`config.mk`:
```
export PLATFORM = sky130hd
export DESIGN_NAME = sjq_cell
export DESIGN_NICKNAME = d
export VERILOG_FILES = /design/src/sjq_pkg.sv /design/src/sjq_cell.sv
export SDC_FILE = /design/constraint.sdc
export NUM_CORES = 1
export LEC_CHECK = 0
export ABC_AREA = 0
export BUFFER_PORTS_ARGS = -buffer_cell sky130_fd_sc_hd__buf_2
export CAP_MARGIN = 20
export CORE_MARGIN = 5
export CORE_UTILIZATION = 39
export CTS_CLUSTER_DIAMETER = 40
export DETAILED_ROUTE_END_ITERATION = 8
export PLACE_DENSITY = 0.76
export SYNTH_ARGS = -nofsm -noshare
export SYNTH_HDL_FRONTEND = slang
export SYNTH_SLANG_ARGS = --single-unit
export TNS_END_PERCENT = 1
```
`constraint.sdc`:
```
create_clock -name clk -period 3.3 [get_ports clk]
set_input_delay 0.495 -clock clk [delete_from_list [all_inputs] [get_ports clk]]
set_output_delay 0.495 -clock clk [all_outputs]
set_load 0.005 [all_outputs]
```
`src/sjq_pkg.sv`:
```
// ----------------------------------------------------------------------------
// sjq_pkg
// Shared types and codes for the sorted priority job queue.
// ----------------------------------------------------------------------------
`default_nettype none

package sjq_pkg;

  localparam int ID_W   = 16;
  localparam int PRIO_W = 16;
  localparam int OCC_W  = 7;
  localparam int STAT_W = 2;
  localparam int OUT_W  = 40;

  localparam logic ACT_INSERT = 1'b0;
  localparam logic ACT_POP    = 1'b1;

  typedef enum logic [STAT_W-1:0] {
    ST_OK    = 2'd0,
    ST_FULL  = 2'd1,
    ST_EMPTY = 2'd2
  } status_t;

  typedef logic [ID_W-1:0]          id_t;
  typedef logic signed [PRIO_W-1:0] prio_t;

  // broadcast to every cell of the chain
  typedef struct packed {
    logic  ins_en;
    logic  pop_en;
    id_t   new_id;
    prio_t new_prio;
  } cell_ctrl_t;

endpackage

`default_nettype wire

```
`src/sjq_cell.sv`:
```
// ----------------------------------------------------------------------------
// sjq_cell
// One slot of the sorted chain: keeps, loads the new job, or takes a neighbor.
// ----------------------------------------------------------------------------
`default_nettype none

module sjq_cell (
  input  wire logic               clk,
  input  wire sjq_pkg::cell_ctrl_t ctrl,
  input  wire logic               occupied,
  input  wire logic               left_ge,
  input  wire sjq_pkg::id_t       left_id,
  input  wire sjq_pkg::prio_t     left_prio,
  input  wire sjq_pkg::id_t       right_id,
  input  wire sjq_pkg::prio_t     right_prio,
  output logic                    ge,
  output sjq_pkg::id_t            id,
  output sjq_pkg::prio_t          prio
);
  import sjq_pkg::*;

  assign ge = occupied && (prio >= ctrl.new_prio);

  always_ff @(posedge clk) begin
    if (ctrl.ins_en && !ge) begin
      if (left_ge) begin
        id   <= ctrl.new_id;
        prio <= ctrl.new_prio;
      end else begin
        id   <= left_id;
        prio <= left_prio;
      end
    end else if (ctrl.pop_en) begin
      id   <= right_id;
      prio <= right_prio;
    end
  end

endmodule

`default_nettype wire

```
[Word level (Yosys, flattened, before mapping)]
Cells that the tools add are included.
Operators by class
  reduce and logical (&&, ||, !) cells: 4
  muxes and demuxes: 6
  magnitude comparators: 1
Operator list (count)
  $mux W16: 6
  $ge A16 B16 Y1: 1
  $logic_and A1 B1 Y1: 2
  $reduce_bool A2 Y1: 1
  $logic_not A1 Y1: 1
Storage, ports and cells
  input bits: 101
  word-level logic and storage cells: 13
  register bits: 32

[Logic depth before layout (Yosys ltp)]
  depth after elaboration: 5
  mapped depth: 9

[Worst setup path before layout]
Ideal clock, no wire load.
  path type: input to register
  start: in ctrl[5] in the netlist's numbering
  end: reg id[0] (enable)
  slack: 101 ps
  library setup time: 375 ps
  path buffers: 1
  arrival time: 2824 ps
  stages: 9
  cell sequence: inv_1 ha_1 a21oi_1 o21ai_0 a211o_1 or3_4 o311ai_4 buf_6 or2_2
Between the ends
  longest elaborated chain between the ends: 5
RTL lines
  start: declaration: line sjq_cell.sv:9  | input wire sjq_pkg::cell_ctrl_t ctrl,
  $ge A16 B16 Y1: line sjq_cell.sv:22  | assign ge = occupied && (prio >= ctrl.new_prio);
  $logic_and A1 B1 Y1: line sjq_cell.sv:22
  $logic_not A1 Y1: line sjq_cell.sv:25  | if (ctrl.ins_en && !ge) begin
  $logic_and A1 B1 Y1: line sjq_cell.sv:25
  $reduce_bool A2 Y1 (no source line)
  end signal: assignment: line sjq_cell.sv:27  | id <= ctrl.new_id;
  end signal: assignment: line sjq_cell.sv:30  | id <= left_id;
  end signal: assignment: line sjq_cell.sv:34  | id <= right_id;
  end: declaration: line sjq_cell.sv:17  | output sjq_pkg::id_t id,
No other way between the ends.
A chain may end at the register's enable or synchronous reset.

[Worst setup path in the final report]
  start: reg prio[15]
  end: out ge
Between the ends
  longest elaborated chain between the ends: 2
RTL lines
  start: declaration: line sjq_cell.sv:18  | output sjq_pkg::prio_t prio
  start signal: assignment: line sjq_cell.sv:28  | prio <= ctrl.new_prio;
  start signal: assignment: line sjq_cell.sv:31  | prio <= left_prio;
  start signal: assignment: line sjq_cell.sv:35  | prio <= right_prio;
  $ge A16 B16 Y1: line sjq_cell.sv:22
  $logic_and A1 B1 Y1: line sjq_cell.sv:22
  end: declaration: line sjq_cell.sv:16  | output logic ge,
No other way between the ends.

==> results.py <==
metrics = {
    "run_status": {
        "outcome": "finished clean",
    },
    "clocking": {
        "cts_root_buffer": "clkbuf_8",
        "cts_max_level": 2,
        "cts_num_sinks": 32,
        "cts.path.max_buffers": 2,
        "clk_latency_ns": 0.28,
        "post-cts-setup-buffer-count": 0,
        "numCtsBuffers": 5,
        "cts_resized": 0,
        "cts_hold_buf": 0,
        "clk_pin_slew_ns": 0.07,
        "cts_tree": "yes",
    },
    "worst_setup_path": {
        "ff2ff_setup_slack_ns": 0.33,
        "worst_setup_path_end_kind": "output pin",
        "r2r-start": "prio[7]$_DFFE_PP_",
        "worstSetupStartpoint": "prio[15]$_DFFE_PP_",
        "cpLargestDelayFamily": "simple AND/OR/NAND/NOR gates",
        "path_buf_inv": 1,
        "slowest_stage": "or3_2",
        "cp.arrival_ns": 2.48,
        "worstPathMaxFanout": 4,
        "worstSetupStartpointType": "register",
        "path_cells": "ha_1 > nand4_1 > or3_2 > a21oi_1 > or3_4 > xnor2_1 > o21a_1 > buf_2",
        "critPathKind": "reg2out",
        "critPathMaxStageDelay_ns": 0.50,
        "rr_worst_depth": 9,
        "r2r_end": "id[12]$_DFFE_PP_",
        "cp.required_ns": 2.80,
    },
    "grt": {
        "grt-ovfl-total": 0,
        "track_usage": 0.147,
        "grt_max_degree": 33,
        "antenna_found_initial": 1,
        "global_route.usage.met3": 0.0461,
        "grtUsageMet2": 0.277,
        "grt_first_pass_wirelength_mm": 8.57,
        "grt_pass1_vias": 1936,
        "grt_use_met1": 0.155,
        "busiest_layer": "met2",
    },
    "timing": {
        "tns_ns": 0,
        "tightest_slew_ns": 0.734,
        "setup_viol": 0,
        "fmax_mhz": 336,
        "period_share": 0.901,
        "rsz0062_at_grt": "false",
        "skew_ns": 0.00205,
        "whs_ns": 0.517,
        "fin_crit_ns": 2.97,
        "setup_slack_ns": 0.326,
        "finalHoldViolations": 0,
        "slew_violations": 0,
        "slew_headroom": 0.511,
    },
    "place": {
        "portBuffers": 133,
        "dp_hpwl_mm": 4.58,
        "gp_congestion": 0.793,
        "post-place-ws_ns": 0.103,
    },
    "finish": {
        "drive_gt1_frac": 0.694,
        "final_common_cell": "buf_2",
        "antenna_cells": 0,
        "syn_to_final_growth_pct": 39.7,
        "final_cell_mix": "buf_2 (133), mux2_2 (59), edfxtp_1 (32)",
        "multi_input_area_um2": 1150,
        "regArea_um2": 961,
        "nNetsFinal": 423,
        "fill_cells": 479,
        "fin_util": 0.561,
    },
    "floorplanning": {
        "ios": 134,
        "dieWidth_um": 85.5,
        "rows": 27,
        "die_area_um2": 7310,
        "die_h_um": 85.5,
        "core_area_um2": 5540,
        "initial_core_util": 0.401,
    },
    "drt": {
        "drt_first_iter_violations": 44,
        "drt_pre_antenna_iters": 4,
        "wl_per_cell_um": 14.7,
        "wirelength_mm": 5.57,
        "antenna_left": 0,
        "drcViolationCount": 0,
        "dr_total_vias": 1812,
        "vias_per_cell": 4.78,
    },
    "hold_path": {
        "whs_endpoint": "prio[10]$_DFFE_PP_",
        "min-delay-start": "right_prio[10]",
        "worstHoldPathType": "in2reg",
        "whs_path_depth": 2,
    },
    "synthesis": {
        "yosysUniqueCellTypes": 26,
        "yosysSeqAreaShare": 0.432,
        "syn_area_per_cell_um2": 13.3,
        "ys_ff_latch": 32,
        "synth_fp_nets": 284,
        "synth_area_um2": 2220,
        "synth_warnings": 0,
        "netlist_instances": 167,
    },
    "job": {
        "drv_cap": 0,
    },
    "pwr": {
        "peakVddDrop_mv": 0.331,
        "power.density_nw_per_um2": 481,
        "leakage_nw": 1.48,
    },
}
## cell usage after synthesis
library cell  number  area [µm²]
inv_1             17        63.8
ha_1              16         200
o311ai_4           1        26.3
nor2b_1            1        6.26
or3_2              1        7.51
or2_2              1        6.26
nand3_1            2        10.0
mux2_4             5        75.1
o311ai_0           1        8.76
nor4_1             1        6.26
nor2_1             1        3.75
nand2_1            2        7.51
xnor2_1            1        8.76
or3_4              1        11.3
nand2b_1           1        6.26
edfxtp_1          32         961
o21ai_0            1        5.00
a211o_1            1        8.76
a21oi_1            8        40.0
nand4_1            4        25.0
clkbuf_1           4        15.0
o211ai_1           1        7.51
o21a_1             1        7.51
buf_6              3        33.8
mux2_2            59         664
a21o_1             1        7.51
## cell type report
type                       count  area share
inverter                      17      0.0205
timing repair buffer         139       0.237
sequential                    32       0.309
clock buffer                   5      0.0222
clock inverter                 3      0.0121
multi-input combinational    111       0.370
tap                           72      0.0290
## stage by stage
stage          area [µm²]  instances  total power (W)
3_3_place_gp         3000        371          0.00114
4_1_cts              3110        379          0.00152
3_5_place_dp         3000        371          0.00115
5_1_grt              3110        379          0.00159
6_report             3110        379          0.00149
2_1_floorplan        2220        167         0.000924
## metal layers
metal	part of all wire	vias to the layer above
met2	0.51	77
met5	0.0023	-
li1	-	903
met4	0.012	2
met3	0.094	6
met1	0.38	824
## registers in the layout (all words and copies together) (netlist names)
name / cells
id: 16
prio: 16
## report_power, final
part           leakage, nW  internal, W  switching [W]  total (W)
logic                 1.11     0.000306       0.000233   0.000539
clock network       0.0532     0.000220       0.000141   0.000361
registers            0.324     0.000563      0.0000314   0.000595
## how the worst max path moves through the flow
stage	to	depth (start not counted)
floorplan	id[0]$_DFFE_PP_	9
global placement	id[4]$_DFFE_PP_	11
detailed placement	prio[5]$_DFFE_PP_	11
CTS	prio[4]$_DFFE_PP_	9
global route	prio[7]$_DFFE_PP_	9
finish	ge	8
## kinds of logic after synthesis
group,count (synthesis),synth area share
DFF,32,0.432
AOI/OAI and AO/OA,15,0.0501
buffers and inverters,24,0.0506
xor gates and xnor gates,1,0.00394
adders and majority gates,16,0.0900
and+or+nand+nor,15,0.0405
muxes,64,0.333
Note: power is estimated with default switching activity, not from simulation.
